`src/hdl/acl_pkg.sv`:
```
// ----------------------------------------------------------------------------
// acl_pkg
// Shared types, codes and helpers for the access-control list checker.
// ----------------------------------------------------------------------------
package acl_pkg;

    localparam int unsigned ID_W   = 32;
    localparam int unsigned TAG_W  = 3;
    localparam int unsigned PERM_W = 3;
    localparam int unsigned VERD_W = 2;

    localparam logic [TAG_W-1:0] TAG_OWNER  = 3'd0;
    localparam logic [TAG_W-1:0] TAG_USER   = 3'd1;
    localparam logic [TAG_W-1:0] TAG_GROUPO = 3'd2;
    localparam logic [TAG_W-1:0] TAG_GROUP  = 3'd3;
    localparam logic [TAG_W-1:0] TAG_MASK   = 3'd4;
    localparam logic [TAG_W-1:0] TAG_OTHER  = 3'd5;

    localparam logic [VERD_W-1:0] V_GRANT = 2'd0;
    localparam logic [VERD_W-1:0] V_DENY  = 2'd1;
    localparam logic [VERD_W-1:0] V_EIO   = 2'd2;

    typedef enum logic [1:0] {
        PH_SCAN  = 2'd0,
        PH_MASK  = 2'd1,
        PH_DRAIN = 2'd2
    } phase_t;

    typedef struct packed {
        logic [TAG_W-1:0]  entry_tag;
        logic [PERM_W-1:0] entry_perm;
        logic [ID_W-1:0]   entry_id;
        logic              caller_member;
        logic [ID_W-1:0]   caller_uid;
        logic [ID_W-1:0]   owner_uid;
        logic [PERM_W-1:0] want;
        logic              last_entry;
        logic              list_empty;
    } acl_item_t;

    typedef struct packed {
        phase_t            phase;
        logic              group_found;
        logic [PERM_W-1:0] held_perm;
    } acl_state_t;

    typedef struct packed {
        logic              emit;
        logic [VERD_W-1:0] verdict;
    } acl_result_t;

    localparam acl_state_t STATE_RESET = '{phase: PH_SCAN, group_found: 1'b0,
                                           held_perm: '0};

    function automatic logic [VERD_W-1:0] covers(input logic [PERM_W-1:0] perm,
                                                 input logic [PERM_W-1:0] want);
        return ((perm & want) == want) ? V_GRANT : V_DENY;
    endfunction

endpackage

```
`src/hdl/acl_in_stage.sv`:
```
// ----------------------------------------------------------------------------
// acl_in_stage
// Input register: captures one list entry word and holds it for evaluation.
// ----------------------------------------------------------------------------
module acl_in_stage
    import acl_pkg::*;
(
    input  logic              clk,
    input  logic              rst_n,
    input  logic              req_valid,
    output logic              req_stall,
    input  logic [TAG_W-1:0]  entry_tag,
    input  logic [PERM_W-1:0] entry_perm,
    input  logic [ID_W-1:0]   entry_id,
    input  logic              caller_member,
    input  logic [ID_W-1:0]   caller_uid,
    input  logic [ID_W-1:0]   owner_uid,
    input  logic [PERM_W-1:0] want,
    input  logic              last_entry,
    input  logic              list_empty,
    input  logic              advance,
    output logic              item_valid,
    output acl_item_t         item
);

    logic      valid_reg;
    logic      valid_next;
    acl_item_t item_reg;
    logic      load;

    assign load       = !valid_reg || advance;
    assign req_stall  = !load;
    assign valid_next = load ? req_valid : valid_reg;

    always_ff @(posedge clk or negedge rst_n)
    begin
        if (!rst_n)
        begin
            valid_reg <= 1'b0;
        end
        else
        begin
            valid_reg <= valid_next;
        end
    end

    always_ff @(posedge clk)
    begin
        if (load && req_valid)
        begin
            item_reg <= '{entry_tag: entry_tag, entry_perm: entry_perm,
                          entry_id: entry_id, caller_member: caller_member,
                          caller_uid: caller_uid, owner_uid: owner_uid,
                          want: want, last_entry: last_entry,
                          list_empty: list_empty};
        end
    end

    assign item_valid = valid_reg;
    assign item       = item_reg;

endmodule

```
`src/hdl/acl_eval.sv`:
```
// ----------------------------------------------------------------------------
// acl_eval
// Evaluates one entry against the list state: next state and optional verdict.
// ----------------------------------------------------------------------------
module acl_eval
    import acl_pkg::*;
(
    input  acl_item_t   item,
    input  acl_state_t  state,
    output acl_state_t  state_next,
    output acl_result_t result
);

    always_comb
    begin
        acl_state_t        nxt;
        logic              dec;
        logic [VERD_W-1:0] dv;
        logic              fall;

        nxt  = state;
        dec  = 1'b0;
        dv   = V_GRANT;
        fall = 1'b0;

        case (state.phase)
            PH_DRAIN:
            begin
                if (item.last_entry)
                begin
                    nxt = STATE_RESET;
                end
            end
            PH_MASK:
            begin
                if (item.entry_tag == TAG_MASK)
                begin
                    dec = 1'b1;
                    dv  = covers(state.held_perm & item.entry_perm, item.want);
                end
                else if (item.last_entry)
                begin
                    dec = 1'b1;
                    dv  = covers(state.held_perm, item.want);
                end
            end
            default:
            begin
                case (item.entry_tag)
                    TAG_OWNER:
                    begin
                        if (item.owner_uid == item.caller_uid)
                        begin
                            dec = 1'b1;
                            dv  = covers(item.entry_perm, item.want);
                        end
                        else
                        begin
                            fall = 1'b1;
                        end
                    end
                    TAG_USER:
                    begin
                        if (item.entry_id == item.caller_uid)
                        begin
                            nxt.held_perm = item.entry_perm;
                            nxt.phase     = PH_MASK;
                            if (item.last_entry)
                            begin
                                dec = 1'b1;
                                dv  = covers(item.entry_perm, item.want);
                            end
                        end
                        else
                        begin
                            fall = 1'b1;
                        end
                    end
                    TAG_GROUPO, TAG_GROUP:
                    begin
                        if (item.caller_member)
                        begin
                            nxt.group_found = 1'b1;
                        end
                        if (item.caller_member
                            && covers(item.entry_perm, item.want) == V_GRANT)
                        begin
                            nxt.held_perm = item.entry_perm;
                            nxt.phase     = PH_MASK;
                            if (item.last_entry)
                            begin
                                dec = 1'b1;
                                dv  = V_GRANT;
                            end
                        end
                        else
                        begin
                            fall = 1'b1;
                        end
                    end
                    TAG_MASK:
                    begin
                        fall = 1'b1;
                    end
                    TAG_OTHER:
                    begin
                        dec = 1'b1;
                        dv  = state.group_found ? V_DENY
                                                : covers(item.entry_perm, item.want);
                    end
                    default:
                    begin
                        dec = 1'b1;
                        dv  = V_EIO;
                    end
                endcase
                if (fall && item.last_entry)
                begin
                    dec = 1'b1;
                    dv  = V_EIO;
                end
            end
        endcase

        if (dec)
        begin
            if (item.last_entry)
            begin
                nxt = STATE_RESET;
            end
            else
            begin
                nxt.phase = PH_DRAIN;
            end
        end

        // drop any list in progress and give a deny verdict for an empty list
        if (item.list_empty)
        begin
            nxt = STATE_RESET;
            dec = 1'b1;
            dv  = V_DENY;
        end

        state_next     = nxt;
        result.emit    = dec;
        result.verdict = dv;
    end

endmodule

```
`src/hdl/acl_access_check_top.sv`:
```
// ----------------------------------------------------------------------------
// acl_access_check_top
// Access-control list checker: one list entry word per cycle while the output
// does not stall, one verdict word per list.
// ----------------------------------------------------------------------------
// Takes one entry word every cycle with no stall downstream. An entry is
// evaluated combinationally between the input register and the verdict
// register, and a verdict word shows once the verdict register captures the
// result of the entry that decides it. Only the verdict register backpressure
// stalls the input.
// ----------------------------------------------------------------------------
module acl_access_check_top
    import acl_pkg::*;
(
    input  logic              clk,
    input  logic              rst_n,
    input  logic              req_valid,
    output logic              req_stall,
    input  logic [TAG_W-1:0]  entry_tag,
    input  logic [PERM_W-1:0] entry_perm,
    input  logic [ID_W-1:0]   entry_id,
    input  logic              caller_member,
    input  logic [ID_W-1:0]   caller_uid,
    input  logic [ID_W-1:0]   owner_uid,
    input  logic [PERM_W-1:0] want,
    input  logic              last_entry,
    input  logic              list_empty,
    output logic              rsp_valid,
    input  logic              rsp_stall,
    output logic [VERD_W-1:0] verdict
);

    logic              item_valid;
    acl_item_t         item;
    logic              advance;
    acl_state_t        state_reg;
    acl_state_t        state_next;
    acl_result_t       result;
    logic              rsp_valid_reg;
    logic              rsp_valid_next;
    logic [VERD_W-1:0] verdict_reg;

    assign advance = !rsp_valid_reg || !rsp_stall;

    acl_in_stage u_in (
        .clk           (clk),
        .rst_n         (rst_n),
        .req_valid     (req_valid),
        .req_stall     (req_stall),
        .entry_tag     (entry_tag),
        .entry_perm    (entry_perm),
        .entry_id      (entry_id),
        .caller_member (caller_member),
        .caller_uid    (caller_uid),
        .owner_uid     (owner_uid),
        .want          (want),
        .last_entry    (last_entry),
        .list_empty    (list_empty),
        .advance       (advance),
        .item_valid    (item_valid),
        .item          (item)
    );

    acl_eval u_eval (
        .item       (item),
        .state      (state_reg),
        .state_next (state_next),
        .result     (result)
    );

    assign rsp_valid_next = advance ? (item_valid && result.emit) : rsp_valid_reg;

    always_ff @(posedge clk or negedge rst_n)
    begin
        if (!rst_n)
        begin
            state_reg     <= STATE_RESET;
            rsp_valid_reg <= 1'b0;
        end
        else
        begin
            if (advance && item_valid)
            begin
                state_reg <= state_next;
            end
            rsp_valid_reg <= rsp_valid_next;
        end
    end

    always_ff @(posedge clk)
    begin
        if (advance && item_valid && result.emit)
        begin
            verdict_reg <= result.verdict;
        end
    end

    assign rsp_valid = rsp_valid_reg;
    assign verdict   = verdict_reg;

endmodule

```
`config.mk`:
```
export PLATFORM = sky130hd
export DESIGN_NAME = acl_access_check_top
export DESIGN_NICKNAME = d
export VERILOG_FILES = /design/src/hdl/acl_pkg.sv /design/src/hdl/acl_in_stage.sv /design/src/hdl/acl_eval.sv /design/src/hdl/acl_access_check_top.sv
export SDC_FILE = /design/constraint.sdc
export NUM_CORES = 1
export LEC_CHECK = 0
export BUFFER_PORTS_ARGS = -buffer_cell sky130_fd_sc_hd__clkbuf_2
export CORE_ASPECT_RATIO = 1.25
export CORE_MARGIN = 2
export CORE_UTILIZATION = 30
export DETAILED_ROUTE_END_ITERATION = 8
export GPL_ROUTABILITY_DRIVEN = 0
export HOLD_SLACK_MARGIN = 0.05
export PLACE_DENSITY_LB_ADDON = 0.05
export RECOVER_POWER = 50
export SLEW_MARGIN = 10
export SYNTH_ARGS = -nofsm -noshare
export SYNTH_HDL_FRONTEND = slang
export SYNTH_SLANG_ARGS = --single-unit
```
`constraint.sdc`:
```
create_clock -name clk -period 8.9 [get_ports clk]
set_input_delay 1.78 -clock clk [delete_from_list [all_inputs] [get_ports clk]]
set_output_delay 1.78 -clock clk [all_outputs]
set_load 0.005 [all_outputs]
```
# Yosys cells after proc, flatten, opt, wreduce, memory -nomap -nowiden
# Index checks and enable logic that the tools add are counted.
dict set report totals {
  ff_bits 118
  inputBits 112
  elab_cells 94
}
dict set report classes {
  eq_ne 16
  mux 40
  bitwise_logic 4
  reduce_logical 19
}
# operator n
set op_table {}
lappend op_table {{$eq 32x32->1} 2}
lappend op_table {{$mux 2} 10}
lappend op_table {{$mux 6} 3}
lappend op_table {{$mux 1} 16}
lappend op_table {{$and 3x3->3} 4}
lappend op_table {{$pmux 6 s2} 1}
lappend op_table {{$ne 5x2->1 const B} 2}
lappend op_table {{$eq 3x3->1} 3}
lappend op_table {{$pmux 1 s4} 2}
lappend op_table {{$pmux 2 s2} 2}
lappend op_table {{$pmux 2 s4} 1}
lappend op_table {{$eq 3x2->1 const B} 2}
lappend op_table {{$eq 3x3->1 const B} 2}
lappend op_table {{$logic_and 1x1->1} 6}
lappend op_table {{$mux 3} 2}
lappend op_table {{$pmux 3 s2} 1}
lappend op_table {{$reduce_and 6->1} 1}
lappend op_table {{$reduce_bool 5->1} 1}
lappend op_table {{$logic_not 1->1} 4}
lappend op_table {{$mux 4} 1}
lappend op_table {{$ne 4x3->1 const B} 1}
lappend op_table {{$reduce_or 2->1} 2}
lappend op_table {{$eq 3x1->1 const B} 1}
lappend op_table {{$logic_not 3->1} 1}
lappend op_table {{other kinds (7)} 8}

# Depth between registers and ports, before layout
dict set report logic_depth {
  word_depth 13
  depth_mapped 7
  mapped_depth_nobuf 7
}

# By module
# A second synthesis with hierarchy kept.
dict set report unflattened {
  hier_cells 291
  hier_area_um2 4790.8
}
# mod instances cells_each area_per_inst_um2 seq_area_each_um2
set by_module_without_submodules {}
lappend by_module_without_submodules {acl_in_stage 1 113 3300.7 3268.1}
lappend by_module_without_submodules {acl_eval 1 158 1152.4 0.0}
lappend by_module_without_submodules {acl_access_check_top 1 20 337.8 235.2}

# Least setup slack after synthesis
# Ideal clock, no wire load.
dict set report synth_timing {
  path_type {input port to flip-flop}
  startpoint {input rsp_stall}
  endpoint {register u_in.item_reg, in the netlist u_in.item[0], enable pin}
  arrival_time_ns 4.383
  required_time_ns 8.421
  setup_slack_ns 4.038
  cell_stages 2
  path_buffers 0
  cell_sequence {nand3_1 -> and2_1}
}
dict set report synth_via {
  elab_chain_cells 4
}
# item line_no
set synth_rtl {}
lappend synth_rtl {{from (decl)} acl_access_check_top.sv:29} ;# input logic rsp_stall,
lappend synth_rtl {{$logic_not 1->1} acl_access_check_top.sv:43} ;# assign advance = !rsp_valid_reg || !rsp_stall;
lappend synth_rtl {{$logic_or 1x1->1} acl_access_check_top.sv:43}
lappend synth_rtl {{$logic_or 1x1->1} acl_in_stage.sv:31} ;# assign load = !valid_reg || advance;
lappend synth_rtl {{$logic_and 1x1->1} acl_in_stage.sv:49} ;# if (load && req_valid)
lappend synth_rtl {{to (signal assigned)} acl_in_stage.sv:51} ;# item_reg <= '{entry_tag: entry_tag, entry_perm: entry_perm,
lappend synth_rtl {{to (decl)} acl_in_stage.sv:28} ;# acl_item_t item_reg;
# No other way between the ends.
# A chain may end at the register's enable or synchronous reset.

# Worst setup path in the final report
dict set report layout_timing {
  startpoint {input rsp_stall}
  endpoint {register u_in.item_reg, in the netlist u_in.item[3], enable pin}
}
# The elaborated chain is that of the path after synthesis.

==> flow_results.org <==
** Placement
- Once placement completed, the tool counted placed cells totaling 608.
- In this run the tool buffered the top-level ports with 115 buffer cells.
- Placed Area :: 0.00556 mm2
- HPWL reported at the end of detailed placement :: 7470 um
- At the placement stage, the worst setup path has a slack of 4.97 ns.

** Cells and area
- Cells fill 38.8% of the core in the end.
- Post-route design area :: 0.00602 mm2
- The repair_antennas step left the layout with diodes totalling 0.
- At the end of the flow, the number of nets in the layout was 530.
- From synthesis to final layout, the design area changed by 27.7%.
- For this run, the number of standard cells in the final layout without fillers is 636.
- The register with the most flip-flops in the layout has 108 of them.
- In the final layout, the share of cells above drive strength 1 is 32.1%.

** Synth
- Synthesis handed over a netlist of 282 instances.
- Net count after synthesis :: 397
- Summing the areas of all and, or, nand and nor instances in the mapped netlist gives 7.06% of the synthesized area.
- Mux cell area share after synthesis :: 0%
- Ranked by total cell area, the synthesized netlist is headed by sky130_fd_sc_hd__edfxtp_1 (70%), sky130_fd_sc_hd__xor2_1 (12%), sky130_fd_sc_hd__dfrtp_1 (4.2%).
- The netlist uses 37 different library cells.
- Most instantiated library cell after synthesis :: sky130_fd_sc_hd__edfxtp_1
- Async SR Flop Fraction :: 6.78%
- By area, the combinational part of the netlist is dominated by XOR/XNOR gates.
- Synth area leader :: sky130_fd_sc_hd__edfxtp_1
- Area share of fa/ha/maj cells after synthesis :: 0.796%
- Average instance area after synthesis :: 16.7 um2
- Of the post-synthesis cell area, the dominant cell type holds 70.1%.
- Post-synth EDFFs :: 110
- Netlist area before placement :: 0.00471 mm2
- Number of synthesis warnings :: 0
- Compound-gate portion of the synthesized area :: 5.12%
- Counting instances in the post-synthesis netlist gives the leading cell types as sky130_fd_sc_hd__edfxtp_1 (110), sky130_fd_sc_hd__xor2_1 (64), sky130_fd_sc_hd__nor4_1 (16).
- Sequential elements use 74.3% of the synthesized area.
- Post-synthesis register bit count :: 118
- In the synthesized netlist the dominant register cell turns out to be sky130_fd_sc_hd__edfxtp_1.
- Xor/xnor share of the synthesized area :: 11.9%

** Clocking
- Counting every sink on the clock net gives 118.
- Clock tree from TritonCTS :: done
- Clock latency on the worst-skew pair, taken at its later pin, is 0.40 ns.
- In this run, post-CTS hold repair placed 0 buffers.
- After clock tree synthesis, the clock-pin slew on the worst setup and hold paths is 0.05 ns.
- Buffer count from post-CTS setup fixing :: 0
- CTS root buf :: sky130_fd_sc_hd__clkbuf_16
- The longest clock path from root to sink contains 2 buffers.
- Gates resized during post-CTS repair numbered 0.
- Clock tree synthesis inserted a total of 17 buffers.
- The H-tree generated during clock tree synthesis spans 4 levels.

** Die
- Die Footprint :: 0.0167 mm2
- Pin placement for this block handled 116 I/O pins.
- The die is 116 um wide.
- Floorplan Core Area :: 0.0155 mm2
- Row count :: 51
- Die outline height :: 144 um
- The initial utilization of the core area, before any placement, comes to 30.4%.

** Global routing
- Maximum number of pins on one net before global-route repair :: 67
- Overflow left after global routing :: 0
- In the global route stage, overall resource usage came out at 12.9%.
- Vias in the first global route :: 2993
- Initial antenna violation count :: 0
- First-pass GRT wire length :: 15500 um

** Setup path
- Worst Setup Path Type :: in2reg
- CP max FO :: 66
- Data arrives at the worst endpoint at 5.00 ns.
- STA classifies the critical path endpoint as a flop.
- STA puts the critical path data required time at 8.92 ns.
- The worst setup path is launched from an input port.

** Drt
- After detailed routing, the number of remaining DRC violations is 0.
- Vias per cell :: 4.28
- In the final routed layout, each cell accounts on average for 15.7 um.
- The final layout contains routed wiring with a total length of 10000 um.
- First drt pass iteration count :: 4
- Post-route antenna net violation count :: 0
- The routed layout has 2719 vias.
- The detailed router finished its first iteration with 183 violations.

** Worst hold path
- Class of the most critical hold timing path :: reg2reg

** STA
- Between clock sinks in the finished design, the worst skew comes to 0.00588 ns.
- The count of endpoints failing hold in the final timing report came to 0.
- Setup repair after global routing missed its margin :: false
- Measured against its own limit, the worst slew margin works out to -88.0%.
- At the pin with the least slew margin, the transition time is 2.82 ns.
- Ratio of final minimum period to clock period :: 55.9%
- Setup violations remaining at the end of the flow were counted as 0.
- Highest Clock Rate :: 201 MHz
- For the finished layout, the period the worst path requires is 4.97 ns.
- The max-slew violation count is 44.
- For the final routed database, the setup TNS stands at 0 ns.
- Slack of the critical path :: 3.93 ns

** Power
- IR analysis of the VDD net gives a maximum drop of 0.119 mV.
- In this run the static leakage power is 2.37 nW.
- Power spread over the standard cell area amounts to 239 mW/mm2.

** Status
- Result of the run :: complete, but fails checks
- The final reports fail on capacitance limit, slew limit.

** Flow run
- The tool flagged a number of max-cap violations equal to 1.
routing by layer:
metal | global-route usage, % | vias up | wire length (um)
li1 | - | 1345 | -
met1 | 14.1 | 1280 | 3930
met2 | 23.0 | 82 | 5490
met3 | 4.19 | 12 | 443
met4 | 5.08 | 0 | 150
met5 | 0 | - | 0
placed cells by master (no fill, tap or decap), types with 2 or more instances in the layout:
master,count
sky130_fd_sc_hd__nand2_1,5
sky130_fd_sc_hd__and4b_1,2
sky130_fd_sc_hd__nor4_1,16
sky130_fd_sc_hd__clkinv_2,4
sky130_fd_sc_hd__nand2b_1,8
sky130_fd_sc_hd__nor2b_1,2
sky130_fd_sc_hd__o221ai_1,2
sky130_fd_sc_hd__a211o_1,2
sky130_fd_sc_hd__a21o_1,3
sky130_fd_sc_hd__clkbuf_1,11
sky130_fd_sc_hd__xor2_1,64
sky130_fd_sc_hd__a31oi_1,3
sky130_fd_sc_hd__inv_1,8
sky130_fd_sc_hd__o21ai_0,3
sky130_fd_sc_hd__edfxtp_1,110
sky130_fd_sc_hd__nand4_1,4
sky130_fd_sc_hd__a21oi_1,5
sky130_fd_sc_hd__clkbuf_2,107
sky130_fd_sc_hd__nand3_1,4
sky130_fd_sc_hd__dfrtp_1,8
sky130_fd_sc_hd__nor2_1,9
sky130_fd_sc_hd__o221a_2,3
sky130_fd_sc_hd__ha_1,3
sky130_fd_sc_hd__clkbuf_16,17
sky130_fd_sc_hd__clkinv_1,3
critical path: stages:
cell                       delay, ns
sky130_fd_sc_hd__clkbuf_2       0.09
sky130_fd_sc_hd__nand3_1        0.09
sky130_fd_sc_hd__and2_0         2.04
sky130_fd_sc_hd__buf_4          0.94
layout make-up:
| class | count | area (um2) |
|---|---|---|
| multi-input cells | 154 | 1170 |
| fillers | 1482 | 9490 |
| flip-flops and latches | 118 | 3500 |
| clock buffers | 20 | 437 |
| inverters | 8 | 30.0 |
| repair buffers | 116 | 573 |
| well taps | 212 | 265 |
| clock inverters | 8 | 38.8 |
cells by family (layout without fill, tap and decap cells):
kind of cell,count (synthesis),in the layout
compound gates,30,30
xor+xnor,64,64
fa+ha+maj,3,3
buf+inv,10,152
flops,118,118
simple gates,57,57
worst paths after layout:
| path | cells after the start | to | from | slack [ns] |
|---|---|---|---|---|
| min | 1 | state_reg[4]$_DFFE_PN0P_ | state_reg[4]$_DFFE_PN0P_ | 0.53 |
| max in group asynchronous | 1 | state_reg[4]$_DFFE_PN0P_ | rst_n | 7.28 |
| max | 4 | u_in.item[3]$_DFFE_PP_ | rsp_stall | 3.93 |
| min reg2reg | 1 | state_reg[4]$_DFFE_PN0P_ | state_reg[4]$_DFFE_PN0P_ | 0.53 |
| max reg2reg | 3 | u_in.item[3]$_DFFE_PP_ | u_in.item_valid$_DFFE_PN0N_ | 4.93 |
| min in group asynchronous | 1 | state_reg[0]$_DFFE_PN0P_ | rst_n | 1.30 |
power breakdown:
group	switching [mW]	internal [mW]	total, mW
sequential	0.0335	0.679	0.712
combinational	0.0950	0.0721	0.167
clock	0.217	0.342	0.559
total	0.345	1.09	1.44
metrics by stage:
stage | hold WS, ns | total power [mW]
after global routing | 0.560 | 1.51
after detailed placement | 0.517 | 0.894
after CTS | 0.529 | 1.46
after floorplan | 0.487 | 0.825
after global placement | 0.515 | 0.893
final | 0.525 | 1.44
Note: power is estimated with default switching activity, not from simulation.
